**src/hw/rtl/itoa_fmt_pkg.sv**
```systemverilog
// Shared types, constants and character functions of the integer-to-ASCII formatter.
package itoa_fmt_pkg;

  localparam int unsigned CmdW   = 3;
  localparam int unsigned ValueW = 64;
  localparam int unsigned CharW  = 8;
  localparam int unsigned DigW   = 4;
  localparam int unsigned MaxDig = 16;
  localparam int unsigned CntW   = $clog2(MaxDig + 1);

  localparam logic [CmdW-1:0] CmdSdec = 3'd0;
  localparam logic [CmdW-1:0] CmdUdec = 3'd1;
  localparam logic [CmdW-1:0] CmdHexL = 3'd2;
  localparam logic [CmdW-1:0] CmdHexU = 3'd3;
  localparam logic [CmdW-1:0] CmdPtr  = 3'd4;

  // ceil(2^35 / 10): floor(v * RecipTen / 2^35) == v / 10 for any 32-bit v
  localparam logic [31:0] RecipTen  = 32'hCCCC_CCCD;
  localparam int unsigned RecipShft = 35;

  localparam logic [CharW-1:0] CharZero   = 8'h30;
  localparam logic [CharW-1:0] CharMinus  = 8'h2d;
  localparam logic [CharW-1:0] CharLowX   = 8'h78;
  localparam logic [CharW-1:0] CharLowA   = 8'h61;
  localparam logic [CharW-1:0] CharUpA    = 8'h41;
  localparam logic [CharW-1:0] CharLParen = 8'h28;
  localparam logic [CharW-1:0] CharLowN   = 8'h6e;
  localparam logic [CharW-1:0] CharLowI   = 8'h69;
  localparam logic [CharW-1:0] CharLowL   = 8'h6c;
  localparam logic [CharW-1:0] CharRParen = 8'h29;

  typedef enum logic [2:0] {
    StIdle,
    StMul,
    StDig,
    StPre,
    StDigs,
    StNil
  } state_e;

  function automatic logic [CharW-1:0] digit_char(input logic [DigW-1:0] d,
                                                  input logic upper);
    logic [CharW-1:0] base;
    base = upper ? CharUpA : CharLowA;
    if (d < 4'd10) begin
      digit_char = CharZero + {4'd0, d};
    end else begin
      digit_char = base + {4'd0, d - 4'd10};
    end
  endfunction

  function automatic logic [CharW-1:0] nil_char(input logic [2:0] idx);
    unique case (idx)
      3'd0:    nil_char = CharLParen;
      3'd1:    nil_char = CharLowN;
      3'd2:    nil_char = CharLowI;
      3'd3:    nil_char = CharLowL;
      default: nil_char = CharRParen;
    endcase
  endfunction

endpackage

```
**src/hw/rtl/itoa_fmt_in_if.sv**
```systemverilog
// Input channel of the formatter: command and value words.
interface itoa_fmt_in_if;
  logic                                valid;
  logic                                ready;
  logic [itoa_fmt_pkg::CmdW-1:0]       command;
  logic [itoa_fmt_pkg::ValueW-1:0]     value;

  modport source (output valid, output command, output value, input ready);
  modport sink   (input valid, input command, input value, output ready);
endinterface

```
**src/hw/rtl/itoa_fmt_out_if.sv**
```systemverilog
// Output channel of the formatter: one character word with a last flag.
interface itoa_fmt_out_if;
  logic                              valid;
  logic                              ready;
  logic [itoa_fmt_pkg::CharW-1:0]    ascii_char;
  logic                              last;

  modport source (output valid, output ascii_char, output last, input ready);
  modport sink   (input valid, input ascii_char, input last, output ready);
endinterface

```
**src/hw/rtl/integer_to_ascii_formatter.sv**
```systemverilog
// Top level of the integer-to-ASCII formatter: digit sequencer and character output.
//
//   channel | dir | word
//   in_i    | in  | command[2:0], value[63:0]
//   out_o   | out | ascii_char[7:0], last
//
// Decimal digits come from a shared 32x32 reciprocal multiplier, with a multiply state
// and a digit state per digit; hex digits take one digit state each (up to 16 digits).
// Then one character leaves per cycle unless out_o stalls: at most 18 for a pointer.
// in_i.ready is high only in idle; out_o stalls hold the sequencer in place.
// Reset returns the sequencer to idle; unused commands are dropped with no output.
module integer_to_ascii_formatter (
  input  logic           clk_i,
  input  logic           rst_ni,
  itoa_fmt_in_if.sink    in_i,
  itoa_fmt_out_if.source out_o
);

  itoa_fmt_pkg::state_e state_q, state_d;

  logic [itoa_fmt_pkg::CmdW-1:0]   cmd_q, cmd_d;
  logic                            neg_q, neg_d;
  logic [itoa_fmt_pkg::ValueW-1:0] v_q, v_d;
  logic [63:0]                     prod_q, prod_d;
  logic [itoa_fmt_pkg::ValueW-1:0] dig_q, dig_d;
  logic [itoa_fmt_pkg::CntW-1:0]   n_q, n_d;
  logic [2:0]                      idx_q, idx_d;

  logic                            in_acc;
  logic                            out_acc;
  logic                            is_dec;
  logic                            has_pre;
  logic                            pre_end;
  logic [28:0]                     quot;
  logic [31:0]                     rem;
  logic [itoa_fmt_pkg::DigW-1:0]   digit;
  logic [itoa_fmt_pkg::ValueW-1:0] v_next;
  logic [31:0]                     neg_low;

  assign in_acc  = in_i.valid && in_i.ready;
  assign out_acc = out_o.valid && out_o.ready;
  assign is_dec  = (cmd_q == itoa_fmt_pkg::CmdSdec) || (cmd_q == itoa_fmt_pkg::CmdUdec);
  assign has_pre = neg_q || (cmd_q == itoa_fmt_pkg::CmdPtr);
  assign pre_end = (cmd_q == itoa_fmt_pkg::CmdPtr) ? (idx_q == 3'd1) : 1'b1;

  assign quot    = prod_q[63:itoa_fmt_pkg::RecipShft];
  assign rem     = v_q[31:0] - {quot, 3'b000} - {2'b00, quot, 1'b0};
  assign digit   = is_dec ? rem[itoa_fmt_pkg::DigW-1:0] : v_q[itoa_fmt_pkg::DigW-1:0];
  assign v_next  = is_dec ? {35'd0, quot} : (v_q >> itoa_fmt_pkg::DigW);
  assign neg_low = (~in_i.value[31:0]) + 32'd1;

  // next state
  always_comb begin
    state_d = state_q;
    unique case (state_q)
      itoa_fmt_pkg::StIdle: begin
        if (in_acc) begin
          priority if (in_i.command == itoa_fmt_pkg::CmdSdec ||
                       in_i.command == itoa_fmt_pkg::CmdUdec) begin
            state_d = itoa_fmt_pkg::StMul;
          end else if (in_i.command == itoa_fmt_pkg::CmdHexL ||
                       in_i.command == itoa_fmt_pkg::CmdHexU) begin
            state_d = itoa_fmt_pkg::StDig;
          end else if (in_i.command == itoa_fmt_pkg::CmdPtr) begin
            state_d = (in_i.value == '0) ? itoa_fmt_pkg::StNil : itoa_fmt_pkg::StDig;
          end else begin
            state_d = itoa_fmt_pkg::StIdle;
          end
        end
      end
      itoa_fmt_pkg::StMul: state_d = itoa_fmt_pkg::StDig;
      itoa_fmt_pkg::StDig: begin
        priority if (v_next != '0) begin
          state_d = is_dec ? itoa_fmt_pkg::StMul : itoa_fmt_pkg::StDig;
        end else if (has_pre) begin
          state_d = itoa_fmt_pkg::StPre;
        end else begin
          state_d = itoa_fmt_pkg::StDigs;
        end
      end
      itoa_fmt_pkg::StPre: begin
        if (out_acc && pre_end) state_d = itoa_fmt_pkg::StDigs;
      end
      itoa_fmt_pkg::StDigs: begin
        if (out_acc && n_q == itoa_fmt_pkg::CntW'(1)) state_d = itoa_fmt_pkg::StIdle;
      end
      itoa_fmt_pkg::StNil: begin
        if (out_acc && idx_q == 3'd4) state_d = itoa_fmt_pkg::StIdle;
      end
      default: state_d = itoa_fmt_pkg::StIdle;
    endcase
  end

  // outputs
  always_comb begin
    in_i.ready       = 1'b0;
    out_o.valid      = 1'b0;
    out_o.ascii_char = itoa_fmt_pkg::CharZero;
    out_o.last       = 1'b0;
    unique case (state_q)
      itoa_fmt_pkg::StIdle: in_i.ready = 1'b1;
      itoa_fmt_pkg::StPre: begin
        out_o.valid = 1'b1;
        priority if (cmd_q != itoa_fmt_pkg::CmdPtr) begin
          out_o.ascii_char = itoa_fmt_pkg::CharMinus;
        end else if (idx_q == 3'd0) begin
          out_o.ascii_char = itoa_fmt_pkg::CharZero;
        end else begin
          out_o.ascii_char = itoa_fmt_pkg::CharLowX;
        end
      end
      itoa_fmt_pkg::StDigs: begin
        out_o.valid      = 1'b1;
        out_o.ascii_char = itoa_fmt_pkg::digit_char(dig_q[itoa_fmt_pkg::DigW-1:0],
                                                    cmd_q == itoa_fmt_pkg::CmdHexU);
        out_o.last       = (n_q == itoa_fmt_pkg::CntW'(1));
      end
      itoa_fmt_pkg::StNil: begin
        out_o.valid      = 1'b1;
        out_o.ascii_char = itoa_fmt_pkg::nil_char(idx_q);
        out_o.last       = (idx_q == 3'd4);
      end
      default: ;
    endcase
  end

  // datapath
  always_comb begin
    cmd_d  = cmd_q;
    neg_d  = neg_q;
    v_d    = v_q;
    prod_d = prod_q;
    dig_d  = dig_q;
    n_d    = n_q;
    idx_d  = idx_q;
    unique case (state_q)
      itoa_fmt_pkg::StIdle: begin
        if (in_acc) begin
          cmd_d = in_i.command;
          neg_d = (in_i.command == itoa_fmt_pkg::CmdSdec) && in_i.value[31];
          n_d   = '0;
          idx_d = '0;
          priority if (in_i.command == itoa_fmt_pkg::CmdPtr) begin
            v_d = in_i.value;
          end else if (in_i.command == itoa_fmt_pkg::CmdSdec && in_i.value[31]) begin
            v_d = {32'd0, neg_low};
          end else begin
            v_d = {32'd0, in_i.value[31:0]};
          end
        end
      end
      itoa_fmt_pkg::StMul: begin
        prod_d = {32'd0, v_q[31:0]} * {32'd0, itoa_fmt_pkg::RecipTen};
      end
      itoa_fmt_pkg::StDig: begin
        dig_d = {dig_q[itoa_fmt_pkg::ValueW-itoa_fmt_pkg::DigW-1:0], digit};
        n_d   = n_q + itoa_fmt_pkg::CntW'(1);
        v_d   = v_next;
      end
      itoa_fmt_pkg::StPre: begin
        if (out_acc) idx_d = pre_end ? 3'd0 : idx_q + 3'd1;
      end
      itoa_fmt_pkg::StDigs: begin
        if (out_acc) begin
          dig_d = dig_q >> itoa_fmt_pkg::DigW;
          n_d   = n_q - itoa_fmt_pkg::CntW'(1);
        end
      end
      itoa_fmt_pkg::StNil: begin
        if (out_acc) idx_d = idx_q + 3'd1;
      end
      default: ;
    endcase
  end

  always_ff @(posedge clk_i or negedge rst_ni) begin
    if (!rst_ni) begin
      state_q <= itoa_fmt_pkg::StIdle;
      n_q     <= '0;
      idx_q   <= '0;
      cmd_q   <= itoa_fmt_pkg::CmdUdec;
      neg_q   <= 1'b0;
    end else begin
      state_q <= state_d;
      n_q     <= n_d;
      idx_q   <= idx_d;
      cmd_q   <= cmd_d;
      neg_q   <= neg_d;
    end
  end

  always_ff @(posedge clk_i) begin
    v_q    <= v_d;
    prod_q <= prod_d;
    dig_q  <= dig_d;
  end

endmodule

```
**src/flat_wrapper.sv**
```systemverilog
// flat-port wrapper written by rule: the top's interface ports become plain ports
module integer_to_ascii_formatter_flat 
  (clk_i, rst_ni, in_i_valid, in_i_command, in_i_value, in_i_ready, out_o_valid, out_o_ascii_char, out_o_last, out_o_ready);
  itoa_fmt_in_if in_i_i ();
  itoa_fmt_out_if out_o_i ();
  input  logic clk_i;
  input  logic rst_ni;
  input wire logic [$bits(in_i_i.valid)-1:0] in_i_valid;
  input wire logic [$bits(in_i_i.command)-1:0] in_i_command;
  input wire logic [$bits(in_i_i.value)-1:0] in_i_value;
  output wire logic [$bits(in_i_i.ready)-1:0] in_i_ready;
  output wire logic [$bits(out_o_i.valid)-1:0] out_o_valid;
  output wire logic [$bits(out_o_i.ascii_char)-1:0] out_o_ascii_char;
  output wire logic [$bits(out_o_i.last)-1:0] out_o_last;
  input wire logic [$bits(out_o_i.ready)-1:0] out_o_ready;
  assign in_i_i.valid = in_i_valid;
  assign in_i_i.command = in_i_command;
  assign in_i_i.value = in_i_value;
  assign in_i_ready = in_i_i.ready;
  assign out_o_valid = out_o_i.valid;
  assign out_o_ascii_char = out_o_i.ascii_char;
  assign out_o_last = out_o_i.last;
  assign out_o_i.ready = out_o_ready;
  integer_to_ascii_formatter u_core (.clk_i(clk_i), .rst_ni(rst_ni), .in_i(in_i_i), .out_o(out_o_i));
endmodule
```
**config.mk**
```make
export PLATFORM = sky130hd
export DESIGN_NAME = integer_to_ascii_formatter_flat
export DESIGN_NICKNAME = d
export VERILOG_FILES = /design/src/hw/rtl/itoa_fmt_pkg.sv /design/src/hw/rtl/itoa_fmt_in_if.sv /design/src/hw/rtl/itoa_fmt_out_if.sv /design/src/hw/rtl/integer_to_ascii_formatter.sv /design/src/flat_wrapper.sv
export SDC_FILE = /design/constraint.sdc
export NUM_CORES = 2
export LEC_CHECK = 0
export ABC_AREA = 1
export BUFFER_PORTS_ARGS = -buffer_cell sky130_fd_sc_hd__buf_2
export CAP_MARGIN = 20
export CORE_ASPECT_RATIO = 1.1
export CORE_UTILIZATION = 30
export DETAILED_ROUTE_END_ITERATION = 10
export GPL_TIMING_DRIVEN = 0
export PLACE_DENSITY = 0.41
export REMOVE_ABC_BUFFERS = 1
export SYNTH_ARGS = -nofsm -noshare
export SYNTH_HDL_FRONTEND = slang
export SYNTH_SLANG_ARGS = --single-unit
```
**constraint.sdc**
```tcl
create_clock -name clk_i -period 7.73 [get_ports clk_i]
set_clock_uncertainty 0.05 [all_clocks]
set_input_delay 1.546 -clock clk_i [delete_from_list [all_inputs] [get_ports clk_i]]
set_output_delay 1.546 -clock clk_i [all_outputs]
set_load 0.01 [all_outputs]
```
; ---- Word level (Yosys, flattened, before mapping)
; Index checks and enable logic that the tools add are counted.
[classes]
magnitude_cmp = 1
eq_ne = 25
bitwise_logic = 1
mul = 1
muxes = 38
add_sub_neg = 9
n_reduce_logical = 27
[ops]
columns = cell, n
row1 = case mux 64 bit (2 select lines), 2
row2 = two-way mux 64 bit, 3
row3 = logical NOT 64 bit, 1
row4 = "multiplier 32 x 32 -> 64 bit, second input constant", 1
row5 = nonzero test 64 bit, 1
row6 = two-way mux 60 bit, 1
row7 = two-way mux 3 bit, 14
row8 = "adder 32 x 1 -> 32 bit, second input constant", 1
row9 = two-way mux 32 bit, 1
row10 = NOT 32 bit, 1
row11 = case mux 7 bit (4 select lines), 1
row12 = case mux 8 bit (3 select lines), 1
row13 = "== test 3 x 2 -> 1 bit, second input constant", 7
row14 = case mux 3 bit (6 select lines), 1
row15 = two-way mux 8 bit, 2
row16 = "== test 3 bit, second input constant", 5
row17 = case mux 5 bit (3 select lines), 1
row18 = "inequality test 2 x 1 -> 1 bit, second input constant", 7
row19 = "== test 3 x 1 -> 1 bit, second input constant", 4
row20 = logical NOT 3 bit, 4
row21 = two-way mux 5 bit, 2
row22 = case mux 3 bit (3 select lines), 1
row23 = adder 8 x 4 -> 8 bit, 1
row24 = AND reduction 4 bit, 2
row25 = 22 further kinds, 37
[totals]
ff_bits = 207
input_bits = 71
out_inout_bits = 11
word_cells = 110

; ---- Longest topological paths before layout
[depth]
ltp_word = 7
ltp_mapped = 30
mapped_depth_nobuf = 29

; ---- Least setup slack after synthesis
; No wires, ideal clock.
[synth_timing]
path_type = reg-to-reg
from = register u_core.v_q[20] (netlist name)
to = register u_core.prod_q[56] (data pin)
required_ps = 7428
t_arrival_ps = 5876
setup_time_ps = 252
path_stages_with_launch = 26
period_less_slack_ps = 6178
path_buffers = 0
setup_slack_ps = 1552
cell_sequence = edfxtp_1 -> ha_1 -> inv_1 -> fa_1 -> inv_1 -> fa_1 -> inv_1 -> fa_1 -> inv_1 -> fa_1 -> fa_1 -> fa_1 -> inv_1 -> fa_1 -> inv_1 -> ha_1 -> a21oi_1 -> o21ai_0 -> a21boi_0 -> o21ai_0 -> inv_1 -> nor2_1 -> nor2_1 -> nand2_1 -> nand2_1 -> nand2_1
[synth_via]
elab_chain_cells = 1
[synth_lines]
columns = item, line
row1 = start: declaration, integer_to_ascii_formatter.sv:23  ; logic [itoa_fmt_pkg::ValueW-1:0] v_q, v_d;
row2 = start signal: assignment, integer_to_ascii_formatter.sv:193  ; v_q <= v_d;
row3 = multiplier 32 x 32 -> 64 bit, integer_to_ascii_formatter.sv:153  ; prod_d = {32'd0, v_q[31:0]} * {32'd0, itoa_fmt_pkg::RecipTen};
row4 = end signal: assignment, integer_to_ascii_formatter.sv:194  ; prod_q <= prod_d;
row5 = end: declaration, integer_to_ascii_formatter.sv:24  ; logic [63:0] prod_q, prod_d;
; Every way passes these cells.
; A chain may end at the register's enable or synchronous reset.

; ---- Worst setup path after layout
[layout_timing]
from = register u_core.v_q[8] (netlist name)
to = register u_core.prod_q[57] (data pin)
; The elaborated chain is that of the path after synthesis.

==> reports/qor.yml <==
status: "completed"
pin_count: 82
clkSinkCount: 172
gp_congestion: 0.936
cts_hold_buf: 0
ys_seq_area_frac: 0.185
drt-pass1-iter-count: 5
path_class: "flip-flop to flip-flop"
cp_max_fo: 8
fin_cells: 4508
vias_per_cell: 4.66
seq_area_um2: 5090
antenna_left: 0
grt-ovfl-total: 0
ys_types: 44
routed_wl_mm: 91.6
hold_viol: 0
clock_latency_ns: 0.44
antenna_cells: 0
cts_buffers: 17
ys_async_sr_fraction: 0.0872
holdCritPathClass: "flip-flop to flip-flop"
synth_area_um2: 27600
clock_path_buffers: 2
area_growth_pct: 9.38
hpwl_mm: 79.8
clkTransAtPathRegs_ns: 0.07
fin_util: 0.332
die_h_um: 320
rsz0062_at_grt: "false"
synthCells: 3254
cap_violations: 0
die_area_um2: 93200
setup_viol: 0
layout_min_cycle_time_ns: 7.46
antenna_found_initial: 1
arrival_ns: 7.61
post-route-period-util: 0.965
core_um2: 91000
io_buffer_count: 80
start_util: 0.303
cts_tree: "done"
ys_seq_elements: 172
routedWlPerCell_um: 20.3
rrSetupSlack_ns: 0.27
drive_above_1_share: 0.0484
synth_area_per_cell_um2: 8.48
multi_input_area_um2: 19300
cp-start-kind: "flip-flop"
grt_pass1_wl_mm: 138
yosysWarnings: 0
fill_cells: 9680
ctsRootBufferMaster: "clkbuf_16"
synth-main-ff-cell: "edfxtp_1"
layout.nets: 4134
required_ns: 7.88
grt_pass1_vias: 22000
vias: 21000
pre_cts_ws_ns: 0.212
grtUsageTotal: 0.201
rows: 116
grt_max_degree: 65
place_inst: 4472
max_freq_mhz: 134
end_kind: "flip-flop"
die_width_um: 291
maxSlewViolCount: 0
drt-initial-drc-count: 1228
synth_edf_count: 157
max-slew-margin-rel: 0.333
h-tree-depth: 4
setup_slack_ns: 0.272
drcViolationCount: 0
worstMarginPinSlew_ns: 0.999
## cells in the mapped netlist (9+ instances only)
library cell    n  area (µm²)
inv_1         795        2980
nand2_1       598        2240
fa_1          386        7730
ha_1          362        4530
nor2_1        232         871
o21ai_0       166         831
edfxtp_1      157        4710
nand3_1       127         636
a21oi_1        92         460
xor2_1         57         499
o31ai_1        30         225
clkbuf_1       29         109
nand4_1        24         150
xnor2_1        24         210
nor3_1         18        90.1
o21bai_1       16         120
dfrtp_1        14         350
a31oi_1        13        81.3
buf_1          11        41.3
o211ai_1       10        75.1
o21a_1         10        75.1
a21o_1          9        67.6
## area by class of cell
cell class	instances	area share
multi-input combinational	2230	0.640
sequential	172	0.169
inverter	800	0.0996
tap	1180	0.0489
timing repair buffer	94	0.0220
clock buffer	17	0.0141
clock inverter	15	0.00684
## flip-flops by register name, summed over array words and instances, names as in the netlist
name	cells
u_core.dig_q	64
u_core.v_q	64
u_core.prod_q	29
u_core.n_q	5
u_core.cmd_q	3
u_core.idx_q	3
u_core.state_q	3
u_core.neg_q	1
## per-layer routing
layer  share of wire  wire [µm]  track usage
met5               0          0            0
met4           0.043       3900       0.0751
met3           0.032       2970       0.0164
met2            0.48      43900        0.345
met1            0.45      40800        0.264
## through the flow
| stage | hold WS [ns] | cell area [µm²] | TNS, ns |
|---|---|---|---|
| 2_1_floorplan | 0.415 | 27400 | 0 |
| 3_3_place_gp | 0.436 | 29200 | -112.14 |
| 3_5_place_dp | 0.440 | 29500 | 0 |
| 4_1_cts | 0.466 | 30100 | 0 |
| 5_1_grt | 0.476 | 30200 | 0 |
| 6_report | 0.468 | 30200 | 0 |
## cell usage in the layout, fill, tap and decap left out, types with 3 or more instances in the layout
cell | synthesis | routed
nor2_2 | 6 | 5
inv_6 | 0 | 5
inv_2 | 5 | 5
nor3_1 | 18 | 18
a31oi_1 | 13 | 13
o21ai_1 | 8 | 10
o31ai_1 | 30 | 30
ha_2 | 0 | 6
buf_2 | 8 | 80
nand4_1 | 24 | 24
nand3_1 | 127 | 127
dfrtp_1 | 14 | 14
o21a_1 | 10 | 10
edfxtp_1 | 157 | 157
a21o_1 | 9 | 9
a21oi_1 | 92 | 92
nand3b_1 | 5 | 5
bufinv_16 | 0 | 4
nor2_1 | 232 | 230
buf_4 | 1 | 4
o21ai_0 | 166 | 164
xnor2_1 | 24 | 24
inv_1 | 795 | 794
o21bai_1 | 16 | 16
o22ai_1 | 5 | 5
clkbuf_16 | 0 | 17
fa_1 | 386 | 386
xor2_1 | 57 | 57
nand2_1 | 598 | 597
o211ai_1 | 10 | 10
nor4_1 | 7 | 7
buf_16 | 0 | 5
ha_1 | 362 | 356
buf_12 | 0 | 4
or2_2 | 7 | 7
a21boi_0 | 3 | 3
nor2_4 | 0 | 3
## cell families (layout without fill, tap and decap cells)
family	Yosys count	in the layout	share of synthesized area
AOI/OAI and AO/OA	367	367	0.0751
DFF	172	172	0.185
other	1	1	0.000136
and+or+nand+nor	1033	1033	0.153
buffers and inverters	852	926	0.117
xor gates and xnor gates	81	81	0.0257
adders and majority gates	748	748	0.444
## worst paths after layout
path                                     end  depth (start not counted)              from
min                         u_core.dig_q[58]                          2  u_core.dig_q[62]
min in group asynchronous    u_core.idx_q[1]                          1            rst_ni
max in group asynchronous    u_core.cmd_q[0]                          1            rst_ni
max reg2reg                u_core.prod_q[57]                         21     u_core.v_q[8]
min reg2reg                 u_core.dig_q[58]                          2  u_core.dig_q[62]
max                        u_core.prod_q[57]                         21     u_core.v_q[8]
## worst max-delay path, cell delays in order (launching register included)
cell	delay, ns
edfxtp_1	0.66
ha_1	0.60
xnor2_1	0.48
o22ai_1	0.26
fa_1	0.62
inv_1	0.06
fa_1	0.48
fa_1	0.55
inv_1	0.05
fa_1	0.45
fa_1	0.54
fa_1	0.52
ha_1	0.37
nand2_1	0.13
nor2_1	0.16
inv_1	0.07
nor2_1	0.20
nand3_1	0.10
o211ai_1	0.37
nand3b_1	0.28
nand3_1	0.14
nand2_1	0.06
## what timing repair did
| action | 4_1_cts | 5_1_grt |
|---|---|---|
| setup buffers | 0 | 4 |
| gates resized for setup | 0 | 8 |
| hold endpoints to repair | 0 | 0 |
| setup endpoints to repair | 0 | 6 |
Power is not shown: default switching activity piles up to over one toggle a cycle in this logic, so the estimate is an artifact.
